--- config.mk ---
export PLATFORM = sky130hd
export DESIGN_NAME = terminated_frame_extractor_core
export DESIGN_NICKNAME = d
export VERILOG_FILES = /design/src/rtl/tfe_pkg.sv /design/src/rtl/tfe_ctrl.sv /design/src/rtl/tfe_datapath.sv /design/src/rtl/terminated_frame_extractor_core.sv
export SDC_FILE = /design/constraint.sdc
export NUM_CORES = 1
export LEC_CHECK = 0
export BUFFER_PORTS_ARGS = -buffer_cell sky130_fd_sc_hd__buf_2
export CORE_ASPECT_RATIO = 0.7
export CORE_MARGIN = 5
export CORE_UTILIZATION = 50
export DETAILED_ROUTE_END_ITERATION = 10
export GPL_ROUTABILITY_DRIVEN = 0
export PLACE_DENSITY = 0.67
export SYNTH_ARGS = -nofsm -noshare
export SYNTH_HDL_FRONTEND = slang
export SYNTH_HIERARCHICAL = 1
export SYNTH_SLANG_ARGS = --single-unit
--- constraint.sdc ---
create_clock -name clk_i -period 5 [get_ports clk_i]
set_input_delay 1 -clock clk_i [delete_from_list [all_inputs] [get_ports clk_i]]
set_output_delay 1 -clock clk_i [all_outputs]
set_load 0.005 [all_outputs]
--- src/rtl/tfe_pkg.sv ---
// Shared types, constants and helpers of the terminated frame extractor.
package tfe_pkg;

  localparam int unsigned BufDepth = 64;
  localparam int unsigned MaxDelim = 8;
  localparam int unsigned CfgW     = 64;
  localparam int unsigned LenW     = 4;
  localparam int unsigned CfgIdxW  = 3;

  typedef enum logic [1:0] {
    ReqData  = 2'd0,
    ReqEnd   = 2'd1,
    ReqDrain = 2'd2,
    ReqReset = 2'd3
  } req_e;

  typedef enum logic [CfgIdxW-1:0] {
    CfgTermBytes   = 3'd0,
    CfgTermLen     = 3'd1,
    CfgPrefixBytes = 3'd2,
    CfgPrefixLen   = 3'd3,
    CfgHexMode     = 3'd4
  } cfg_idx_e;

  // controller -> datapath
  typedef struct packed {
    logic latch_in;
    logic clear;
    logic wr_first;
    logic wr_second;
    logic emit_start;
    logic by_term;
    logic rd_en;
    logic load_char;
    logic load_mark;
  } cmd_t;

  // datapath -> controller
  typedef struct packed {
    logic empty;
    logic hex;
    logic pfx_bad;
    logic term_hit;
    logic last_char;
    logic out_free;
  } status_t;

  function automatic logic [7:0] hex_digit(logic [3:0] nib);
    logic [7:0] r;
    if (nib < 4'd10) begin
      r = 8'h30 + {4'h0, nib};
    end else begin
      r = 8'h37 + {4'h0, nib};
    end
    return r;
  endfunction

  function automatic logic [LenW-1:0] clamp_len(logic [LenW-1:0] n);
    return (n > LenW'(MaxDelim)) ? LenW'(MaxDelim) : n;
  endfunction

endpackage

--- src/rtl/tfe_ctrl.sv ---
// Sequencer of the frame extractor: append, check and emission steps.
module tfe_ctrl (
  input  logic                clk_i,
  input  logic                rst_ni,
  input  logic                s_tvalid_i,
  input  logic [1:0]          req_type_i,
  input  tfe_pkg::status_t    status_i,
  output logic                s_tready_o,
  output tfe_pkg::cmd_t       cmd_o
);

  typedef enum logic [2:0] {
    StIdle,
    StWrFirst,
    StWrSecond,
    StCheck,
    StEmitRd,
    StEmitLd,
    StMark
  } state_e;

  state_e state_q, state_d;

  assign s_tready_o = (state_q == StIdle);

  always_comb begin
    cmd_o   = '0;
    state_d = state_q;
    case (state_q)
      StIdle: begin
        if (s_tvalid_i) begin
          cmd_o.latch_in = 1'b1;
          case (req_type_i)
            tfe_pkg::ReqData: begin
              state_d = StWrFirst;
            end
            tfe_pkg::ReqEnd: begin
              if (status_i.empty) begin
                state_d = StMark;
              end else begin
                cmd_o.emit_start = 1'b1;
                state_d          = StEmitRd;
              end
            end
            tfe_pkg::ReqDrain: begin
              if (!status_i.empty) begin
                cmd_o.emit_start = 1'b1;
                state_d          = StEmitRd;
              end
            end
            default: begin
              cmd_o.clear = 1'b1;
            end
          endcase
        end
      end
      StWrFirst: begin
        cmd_o.wr_first = 1'b1;
        state_d        = status_i.hex ? StWrSecond : StCheck;
      end
      StWrSecond: begin
        cmd_o.wr_second = 1'b1;
        state_d         = StCheck;
      end
      StCheck: begin
        // a prefix mismatch empties the buffer, so no terminator match follows
        if (status_i.pfx_bad) begin
          cmd_o.clear = 1'b1;
          state_d     = StIdle;
        end else if (status_i.term_hit) begin
          cmd_o.emit_start = 1'b1;
          cmd_o.by_term    = 1'b1;
          state_d          = StEmitRd;
        end else begin
          state_d = StIdle;
        end
      end
      StEmitRd: begin
        cmd_o.rd_en = 1'b1;
        state_d     = StEmitLd;
      end
      StEmitLd: begin
        if (status_i.out_free) begin
          cmd_o.load_char = 1'b1;
          if (status_i.last_char) begin
            cmd_o.clear = 1'b1;
            state_d     = StIdle;
          end else begin
            state_d = StEmitRd;
          end
        end
      end
      StMark: begin
        if (status_i.out_free) begin
          cmd_o.load_mark = 1'b1;
          state_d         = StIdle;
        end
      end
      default: begin
        state_d = StIdle;
      end
    endcase
  end

  always_ff @(posedge clk_i or negedge rst_ni) begin
    if (!rst_ni) begin
      state_q <= StIdle;
    end else begin
      state_q <= state_d;
    end
  end

endmodule

--- src/rtl/tfe_datapath.sv ---
// Datapath of the frame extractor: config, buffer memory, match logic, output register.
module tfe_datapath #(
  parameter int unsigned BUF_DEPTH = tfe_pkg::BufDepth
) (
  input  logic                          clk_i,
  input  logic                          rst_ni,
  input  logic                          cfg_we_i,
  input  logic [tfe_pkg::CfgIdxW-1:0]   cfg_idx_i,
  input  logic [tfe_pkg::CfgW-1:0]      cfg_wdata_i,
  input  logic [7:0]                    in_byte_i,
  input  tfe_pkg::cmd_t                 cmd_i,
  output tfe_pkg::status_t              status_o,
  output logic                          m_tvalid_o,
  input  logic                          m_tready_i,
  output logic [7:0]                    m_tdata_o,
  output logic                          m_tlast_o,
  output logic [1:0]                    m_tuser_o
);

  localparam int unsigned AW   = $clog2(BUF_DEPTH);
  localparam int unsigned CW   = $clog2(BUF_DEPTH + 1);
  localparam int unsigned HW   = $clog2(tfe_pkg::MaxDelim);
  localparam int unsigned LenW = tfe_pkg::LenW;
  localparam int unsigned DW   = 8 * tfe_pkg::MaxDelim;

  // configuration
  logic [tfe_pkg::CfgW-1:0] term_bytes_q, prefix_bytes_q;
  logic [LenW-1:0]          term_len_q, prefix_len_q;
  logic                     hex_q;

  always_ff @(posedge clk_i or negedge rst_ni) begin
    if (!rst_ni) begin
      term_bytes_q   <= '0;
      term_len_q     <= '0;
      prefix_bytes_q <= '0;
      prefix_len_q   <= '0;
      hex_q          <= 1'b0;
    end else if (cfg_we_i) begin
      case (cfg_idx_i)
        tfe_pkg::CfgTermBytes:   term_bytes_q   <= cfg_wdata_i;
        tfe_pkg::CfgTermLen:     term_len_q     <= cfg_wdata_i[LenW-1:0];
        tfe_pkg::CfgPrefixBytes: prefix_bytes_q <= cfg_wdata_i;
        tfe_pkg::CfgPrefixLen:   prefix_len_q   <= cfg_wdata_i[LenW-1:0];
        tfe_pkg::CfgHexMode:     hex_q          <= cfg_wdata_i[0];
        default: ;
      endcase
    end
  end

  // input byte
  logic [7:0] byte_q;
  always_ff @(posedge clk_i) begin
    if (cmd_i.latch_in) begin
      byte_q <= in_byte_i;
    end
  end

  // append path
  logic [CW-1:0] count_q, count_d;
  logic [CW:0]   need_sum;
  logic          ovf;
  logic [CW-1:0] wr_pos;
  logic [7:0]    wr_char;
  logic          wr_en;

  assign need_sum = {1'b0, count_q} + (hex_q ? (CW+1)'(2) : (CW+1)'(1));
  assign ovf      = need_sum > (CW+1)'(BUF_DEPTH);
  assign wr_en    = cmd_i.wr_first | cmd_i.wr_second;
  assign wr_pos   = cmd_i.wr_first ? (ovf ? '0 : count_q) : count_q;

  always_comb begin
    if (cmd_i.wr_first) begin
      wr_char = hex_q ? tfe_pkg::hex_digit(byte_q[7:4]) : byte_q;
    end else begin
      wr_char = tfe_pkg::hex_digit(byte_q[3:0]);
    end
  end

  always_comb begin
    count_d = count_q;
    if (cmd_i.clear) begin
      count_d = '0;
    end else if (wr_en) begin
      count_d = wr_pos + CW'(1);
    end
  end

  always_ff @(posedge clk_i or negedge rst_ni) begin
    if (!rst_ni) begin
      count_q <= '0;
    end else begin
      count_q <= count_d;
    end
  end

  // frame memory, one write and one registered read per cycle
  logic [7:0] mem [BUF_DEPTH];
  logic [7:0] rd_data_q;
  logic [AW-1:0] rd_idx_q;

  always_ff @(posedge clk_i) begin
    if (wr_en) begin
      mem[wr_pos[AW-1:0]] <= wr_char;
    end
    if (cmd_i.rd_en) begin
      rd_data_q <= mem[rd_idx_q];
    end
  end

  // copy of the frame head for the prefix check, last chars for the terminator
  logic [7:0]    head_q [tfe_pkg::MaxDelim];
  logic [DW-1:0] hist_q;

  always_ff @(posedge clk_i) begin
    if (wr_en) begin
      hist_q <= {wr_char, hist_q[DW-1:8]};
      if (wr_pos < CW'(tfe_pkg::MaxDelim)) begin
        head_q[wr_pos[HW-1:0]] <= wr_char;
      end
    end
  end

  logic [LenW-1:0] plen, tlen, tshift;
  logic [DW-1:0]   hist_sh;
  logic            head_diff, tail_eq;

  assign plen    = tfe_pkg::clamp_len(prefix_len_q);
  assign tlen    = tfe_pkg::clamp_len(term_len_q);
  assign tshift  = LenW'(tfe_pkg::MaxDelim) - tlen;
  // newest char sits in the top byte; align the last tlen chars to byte 0
  assign hist_sh = hist_q >> {tshift, 3'b000};

  always_comb begin
    head_diff = 1'b0;
    tail_eq   = 1'b1;
    for (int i = 0; i < int'(tfe_pkg::MaxDelim); i++) begin
      if ((LenW'(i) < plen) && (head_q[i] != prefix_bytes_q[8*i +: 8])) begin
        head_diff = 1'b1;
      end
      if ((LenW'(i) < tlen) && (hist_sh[8*i +: 8] != term_bytes_q[8*i +: 8])) begin
        tail_eq = 1'b0;
      end
    end
  end

  // emission
  logic by_term_q;

  always_ff @(posedge clk_i or negedge rst_ni) begin
    if (!rst_ni) begin
      rd_idx_q  <= '0;
      by_term_q <= 1'b0;
    end else if (cmd_i.emit_start) begin
      rd_idx_q  <= '0;
      by_term_q <= cmd_i.by_term;
    end else if (cmd_i.load_char) begin
      rd_idx_q  <= rd_idx_q + AW'(1);
    end
  end

  // output register
  logic       m_valid_q;
  logic [7:0] m_data_q;
  logic       m_last_q;
  logic [1:0] m_user_q;
  logic       last_char;

  assign last_char = (CW'(rd_idx_q) + CW'(1)) == count_q;

  always_ff @(posedge clk_i or negedge rst_ni) begin
    if (!rst_ni) begin
      m_valid_q <= 1'b0;
    end else if (cmd_i.load_char || cmd_i.load_mark) begin
      m_valid_q <= 1'b1;
    end else if (m_tready_i) begin
      m_valid_q <= 1'b0;
    end
  end

  always_ff @(posedge clk_i) begin
    if (cmd_i.load_char) begin
      m_data_q <= rd_data_q;
      m_last_q <= last_char;
      m_user_q <= {by_term_q, 1'b0};
    end else if (cmd_i.load_mark) begin
      m_data_q <= 8'h00;
      m_last_q <= 1'b1;
      m_user_q <= 2'b01;
    end
  end

  assign m_tvalid_o = m_valid_q;
  assign m_tdata_o  = m_data_q;
  assign m_tlast_o  = m_last_q;
  assign m_tuser_o  = m_user_q;

  assign status_o.empty     = (count_q == '0);
  assign status_o.hex       = hex_q;
  assign status_o.pfx_bad   = (plen != '0) && (count_q >= CW'(plen)) && head_diff;
  assign status_o.term_hit  = (tlen != '0) && (count_q >= CW'(tlen)) && tail_eq;
  assign status_o.last_char = last_char;
  assign status_o.out_free  = !m_valid_q || m_tready_i;

endmodule

--- src/rtl/terminated_frame_extractor_core.sv ---
// Top level of the terminated frame extractor: controller plus datapath.
// Bytes come in on the slave stream (tuser = request kind, tdata = byte) and
// are appended to a frame buffer, raw or as two uppercase hex digits. A data
// item takes one buffer write per character, then a compare step for the
// prefix and terminator, which run on register copies of the frame head
// and of the last eight characters. A terminator match, an end event or a
// drain event sends the frame out on the master stream, each character
// through the buffer memory's registered read and then the load into the
// output register. An end event on an empty buffer gives one marker item,
// which waits while the output register is held; reset and empty drain
// events are handled in the idle state. No input item is taken while a
// frame is going out. The buffer memory needs no clearing pass after reset.
module terminated_frame_extractor_core #(
  parameter int unsigned BUF_DEPTH = tfe_pkg::BufDepth
) (
  input  logic                        clk_i,
  input  logic                        rst_ni,
  // configuration write port
  input  logic                        cfg_we_i,
  input  logic [tfe_pkg::CfgIdxW-1:0] cfg_idx_i,
  input  logic [tfe_pkg::CfgW-1:0]    cfg_wdata_i,
  // input stream
  input  logic                        s_tvalid_i,
  output logic                        s_tready_o,
  input  logic [7:0]                  s_tdata_i,  // [7:0] in_byte
  input  logic [1:0]                  s_tuser_i,  // [1:0] req_type
  // output stream
  output logic                        m_tvalid_o,
  input  logic                        m_tready_i,
  output logic [7:0]                  m_tdata_o,  // [7:0] out_char
  output logic                        m_tlast_o,
  output logic [1:0]                  m_tuser_o   // [0] empty_frame, [1] by_terminator
);

  tfe_pkg::cmd_t    cmd;
  tfe_pkg::status_t status;

  tfe_ctrl u_ctrl (
    .clk_i      (clk_i),
    .rst_ni     (rst_ni),
    .s_tvalid_i (s_tvalid_i),
    .req_type_i (s_tuser_i),
    .status_i   (status),
    .s_tready_o (s_tready_o),
    .cmd_o      (cmd)
  );

  tfe_datapath #(
    .BUF_DEPTH (BUF_DEPTH)
  ) u_dp (
    .clk_i       (clk_i),
    .rst_ni      (rst_ni),
    .cfg_we_i    (cfg_we_i),
    .cfg_idx_i   (cfg_idx_i),
    .cfg_wdata_i (cfg_wdata_i),
    .in_byte_i   (s_tdata_i),
    .cmd_i       (cmd),
    .status_o    (status),
    .m_tvalid_o  (m_tvalid_o),
    .m_tready_i  (m_tready_i),
    .m_tdata_o   (m_tdata_o),
    .m_tlast_o   (m_tlast_o),
    .m_tuser_o   (m_tuser_o)
  );

endmodule

==> results of run 1 <==
[worst max path at each step]
stage                              endpoint          startpoint  depth (start not counted)  slack (ps)
after global placement       u_dp/by_term_q  u_dp/term_len_q[3]                         15         240
final                        u_dp/by_term_q  u_dp/term_len_q[3]                         13         140
after global routing         u_dp/by_term_q  u_dp/term_len_q[3]                         14          10
after floorplan           u_dp/head_q[0][4]   u_ctrl/state_q[0]                          5          60
after detailed placement     u_dp/by_term_q  u_dp/term_len_q[3]                         15         140
after CTS                    u_dp/by_term_q  u_dp/term_len_q[3]                         15         120
[Yosys cell counts (14+ instances only)]
master,n
a21oi_1,47
a22oi_1,19
a31oi_1,14
and2_1,15
buf_1,16
buf_2,14
clkbuf_1,65
dfrtp_1,155
edfxtp_1,666
ha_1,19
inv_1,30
mux2_2,135
mux2i_1,34
mux4_2,194
nand2_1,73
nand2b_1,15
nand3_1,15
nand4_1,18
nor2_1,139
nor3_1,16
nor3b_1,14
nor4_1,20
o21ai_0,54
o22ai_1,25
xnor2_1,48
xor2_1,55
[worst reg2reg max path: stages, from the launching register on]
cell and delay (ps):
dfrtp_2 480, and2b_2 330, buf_4 590, mux4_1 650
nand2_1 110, a21oi_1 70, or4b_1 520, nor4_2 450
o2111ai_1 160, a21o_1 180, o21ba_1 330, nor4b_4 290
a31o_2 230, mux2_2 350
[cell families after synthesis]
family | count (synthesis) | share of synthesized area, %
XOR/XNOR | 103 | 2.53
AO/OA/AOI/OAI | 231 | 4.25
buffers and inverters | 142 | 1.78
flip-flops | 822 | 67.1
AND/OR/NAND/NOR | 396 | 5.77
adder cells (fa/ha/maj) | 20 | 0.724
multiplexers | 368 | 17.9
[cell type report]
class,count,area [µm²]
multi-input cells,1118,11200
repair buffers,202,1350
flip-flops and latches,822,23900
inverters,33,126
well taps,954,1190
clock inverters,44,528
clock buffers,97,2140
fillers,5184,29800
[stage by stage]
stage,setup WS (ps),hold slack [ps],cell area (µm²),instances,power [mW]
global route,12.2,495,40400,3270,24.2
finish,140,413,40400,3270,23.2
CTS,119,464,40400,3270,23.2
floorplan,63.0,421,35600,2082,14.4
global placement,241,457,37700,3129,16.8
detailed placement,140,466,37700,3129,17.0
[repair_timing]
action | 4_1_cts | 5_1_grt
resized for setup | 0 | 4
endpoints found under the setup margin | 0 | 1
hold buffers | 0 | 0
buffers inserted | 0 | 0
[layer usage]
metal  vias to the layer above  wire length [µm]
met4                         0              2000
li1                       8604                 -
met1                     10500             38800
met3                       151             11400
met5                         -                 0
met2                      1145             38400
[report_power, final]
part / total (mW) / internal [mW] / leakage [nW] / switching (mW)
sequential: 10.2 / 9.12 / 7.94 / 1.13
clock: 6.18 / 3.62 / 1.29 / 2.56
combinational: 6.78 / 2.80 / 4.56 / 3.99
[registers in the layout (all words and copies together), names as in the netlist, 2 cells and up]
name / flops
u_dp/term_len_q: 4
u_dp/prefix_len_q: 4
u_dp/head_q: 64
u_dp/hist_q: 64
u_dp/count_q: 7
u_dp/rd_data_q: 8
u_dp/byte_q: 8
u_ctrl/state_q: 3
u_dp/prefix_bytes_q: 64
u_dp/term_bytes_q: 64
u_dp/m_tuser_o: 2
u_dp/rd_idx_q: 6
u_dp/mem: 512
u_dp/m_tdata_o: 8
==> flow_summary.ini, run 1 <==
[power_and_ir_drop]
ir_worst_vdd_uv = 517
p_per_area_nw_per_um2 = 574
p_leak_nw = 13.8

[clock_network]
clock_sinks = 822
cts_buffer_depth = 3
numCtsBuffers = 78
root_buffer = clkbuf_16
clk_pin_slew_worst_paths_ps = 70
tritoncts = built
ctsHtreeMaxLevel = 3
clk_latency_ps = 630

[critical_path]
cp_slowest_stage_delay_ps = 630
r2r_setup_slack_ps = 140
reg2reg_depth = 13
worstReg2RegStart = u_dp/term_len_q[3]
critPathSlowestCell = mux4_1
critPathLaunchType = flop
cp_top_family = simple AND/OR/NAND/NOR gates
crit_buf_inv = 1
crit_path_end_kind = flop
path_cells = and2b_2, buf_4, mux4_1, nand2_1, a21oi_1, or4b_1, nor4_2, o2111ai_1, a21o_1, o21ba_1, nor4b_4, a31o_2, mux2_2
worst_ep_arrival_time_ps = 5370
worstPathMaxFanout = 47
critPathKind = flop to flop
crit_required_ps = 5510
rr_endpoint = u_dp/by_term_q

[floorplan]
pin_count = 95
die_area_um2 = 76800
die_y_um = 233
start_util_pct = 50.7
fp.coreArea_um2 = 70200
die_w_um = 329
rows = 81

[finish]
nets = 2357
final_common_cell = edfxtp_1
n_antenna_cell = 0
fin_util_pct = 57.5
area_growth_pct = 13.4
final_cell_mix = 666 x edfxtp_1, 194 x mux4_2, 151 x dfrtp_1
layout-drive-gt1-share_pct = 29.8

[global_routing]
grt_pass1_vias = 20300
grt.busiest_layer = met1
grt_max_degree = 94
grt_use_met1_pct = 36.4
grt_overflow = 0
antenna_found_initial = 2
grt_usage_pct = 23.9
groute.layer.met3.usage_pct = 7.96
grt_pass1_wl_mm = 134
global_route.usage.met2_pct = 33.4

[detailed_routing]
vias = 20400
wirelength_mm = 90.7
vias_per_cell = 6.24
first_pass_iters = 8
drtAntennaViolNets = 0
drc = 0
drt_iter0_markers = 2385
wl_per_cell_um = 27.7

[sta]
rsz0062_at_grt = false
worst_pin_slew_ps = 1340
drv_slew = 0
finalSetupTns_ps = 0
period_needed_ps = 4860
finalCritPeriodShare_pct = 97.2
fmax_ghz = 0.206
setup_violations = 0
clock_skew_ps = 21.4
final-hold-violation-count = 0
relSlewSlack_pct = 10.6

[job]
drv_cap = 0

[yosys]
synth_top_area_cell = edfxtp_1
synth.distinct_cells = 85
ys_warn_count = 6
syn-mean-instance-area_um2 = 17.1
synthTopCellsByArea = edfxtp_1 56%, mux4_2 12%, dfrtp_1 11%
ys_ff_latch = 822
synth_nets = 2184
async_flop_share_pct = 18.9
yosysSeqAreaShare_pct = 67.1
synth_ff_type = edfxtp_1
yosys.area.top_type_share_pct = 56.1
syn_inst = 2082
syn_area_um2 = 35600
synth-edff-count = 666

[min_path]
hp-class = primary input to async pin

[placement]
io_buffers = 94
hpwl_mm = 60.2

[outcome]
status = complete, no violations
Power figures use the tool's default switching activity.
==> run 2, diff against run 1 <==
==> constraint.sdc (replaced) <==
create_clock -name clk_i -period 4 [get_ports clk_i]
set_input_delay 0.2 -clock clk_i [delete_from_list [all_inputs] [get_ports clk_i]]
set_output_delay 0.2 -clock clk_i [all_outputs]
set_load 0.005 [all_outputs]
==> run 2 against run 1 <==
- the run now ends with negative setup slack left
- cell area grew 2.8%
- largest power group unchanged
- flip-flop and latch count stayed put
- clock power rose by 17%
- first-iteration DRC count up 21%
- sequential share of layout area down 1.6 points
- clock skew rose by 10 ps
- via count is 3.3% higher
==> flow_summary.ini, run 2 (synthesis gave the netlist of run 1 again) <==
[finish]
nets = 2472
nFillCells = 5150
largest_register_ff_count = 512
area_growth_pct = 16.7
layout-drive-gt1-share_pct = 31.0
final_cell_mix = 666 x edfxtp_1, 194 x mux4_2, 152 x dfrtp_1
finalNonFillerCells = 3390
multi_input_area_um2 = 11300
seq_area_um2 = 23900
design_area_um2 = 41600
final_common_cell = edfxtp_1

[detailed_routing]
vias = 21100
drc = 0
wl_per_cell_um = 27.4
vias_per_cell = 6.22
drt_iter0_markers = 2892
first_pass_iters = 8
drtAntennaViolNets = 0
wirelength_mm = 92.8

[critical_path]
worst_ep_arrival_time_ps = 4740
critPathSlowestCell = dfrtp_1
cp_top_family = simple AND/OR/NAND/NOR gates
rr_endpoint = u_dp/by_term_q
worstPathMaxFanout = 15
cpMostUsedCell = buf_6
worstReg2RegStart = u_dp/term_len_q[3]
crit_path_end_kind = flop
cp_slowest_stage_delay_ps = 400
crit_buf_inv = 3
reg2reg_depth = 15
crit_path_end = u_dp/by_term_q
critPathKind = flop to flop
crit_required_ps = 4520
crit_start = u_dp/term_len_q[3]
critPathLaunchType = flop
worst-path-stages = 15
r2r_setup_slack_ps = -220
path_cells = and2b_4, buf_6, buf_6, mux2_2, nor4b_1, a31o_2, o22ai_1, o31ai_1, buf_4, nand4_1, nor4_2, o21ba_2, nor4b_4, a31o_1, mux2_4

[outcome]
violations = negative setup slack
status = finished, violations left

[clock_network]
cts_buffer_depth = 3
clk_pin_slew_worst_paths_ps = 70
clk_latency_ps = 660
ctsHtreeMaxLevel = 3
clock_sinks = 822
numCtsBuffers = 78
root_buffer = clkbuf_16
tritoncts = built

[power_and_ir_drop]
p_leak_nw = 14.2
ir_worst_vdd_uv = 489
finalPower_mw = 29.2
p_per_area_nw_per_um2 = 704

[sta]
setup_slack_ps = -216
rsz0062_at_grt = true
setup_violations = 8
period_needed_ps = 4220
finalCritPeriodShare_pct = 105
clock_skew_ps = 31.4
relSlewSlack_pct = 31.9
final-hold-violation-count = 0
worst_pin_slew_ps = 1020
fmax_ghz = 0.237
drv_slew = 0
holdWs_ps = 59.9

[placement]
hpwl_mm = 62.4
place_inst = 3160
io_buffers = 94
place_area_um2 = 38000

[global_routing]
grt_overflow = 0
grt_usage_pct = 24.4
grt_pass1_vias = 21000
antenna_found_initial = 3
grt_pass1_wl_mm = 138
grt_max_degree = 86

[floorplan]
fp.coreArea_um2 = 70200
start_util_pct = 50.7
die_y_um = 233
die_area_um2 = 76800
die_w_um = 329
rows = 81
pin_count = 95

[job]
drv_cap = 0

[min_path]
worstHoldPathCells = 3
hp-class = primary input to flop
run 2: worst min-delay path by stage:
| stage | start | end |
|---|---|---|
| after floorplan | rst_ni | u_ctrl/state_q[0] |
| after global placement | rst_ni | u_dp/prefix_bytes_q[55] |
| after detailed placement | rst_ni | u_dp/prefix_bytes_q[58] |
| after CTS | cfg_idx_i[2] | u_dp/hex_q |
| after global routing | cfg_idx_i[2] | u_dp/hex_q |
| final | m_tready_i | u_dp/m_tvalid_o |
run 2: report_power, final:
part           switching [mW]  internal, mW  total, mW
clock network            3.19          4.02       7.21
logic                    5.46          3.98       9.44
registers                1.21          11.4       12.6
run 2: stage by stage:
stage | utilization, % | setup slack, ps | setup TNS [ps]
floorplan | - | -256 | -256
global placement | 54.2 | -190 | -673
detailed placement | 54.2 | -232 | -1210
CTS | 58.9 | -116 | -116
global route | 59.2 | -330 | -1950
finish | 59.2 | -216 | -981
run 2: what timing repair did:
item / in CTS / in global routing
endpoints found under the setup margin: 8 / 56
setup buffers: 4 / 6
gates resized for setup: 18 / 51
pin swaps: 2 / 15
endpoints found under the hold margin: 216 / 0
hold buffers: 77 / 0
run 2: worst register-to-register path: stages (launching register included):
cell and delay (ps):
dfrtp_1 400, and2b_4 320, buf_6 230, buf_6 230, mux2_2 380, nor4b_1 310, a31o_2 170, o22ai_1 210
o31ai_1 310, buf_4 180, nand4_1 120, nor4_2 300, o21ba_2 220, nor4b_4 230, a31o_1 170, mux2_4 300
run 2: per-layer routing:
metal	GRT usage (%)	routed length, µm	up-vias
met5	0	0	-
met4	4.51	1780	0
met3	7.18	10800	166
met2	34.6	39400	1085
met1	38.1	40800	11000
li1	-	-	8850
run 2: final cells by class:
type / count / area share [%]
flip-flops and latches: 822 / 57.5
multi-input cells: 1118 / 27.3
repair buffers: 317 / 6.08
clock buffers: 110 / 5.13
well taps: 954 / 2.87
clock inverters: 34 / 0.789
inverters: 33 / 0.304
diodes: 2 / 0.0120
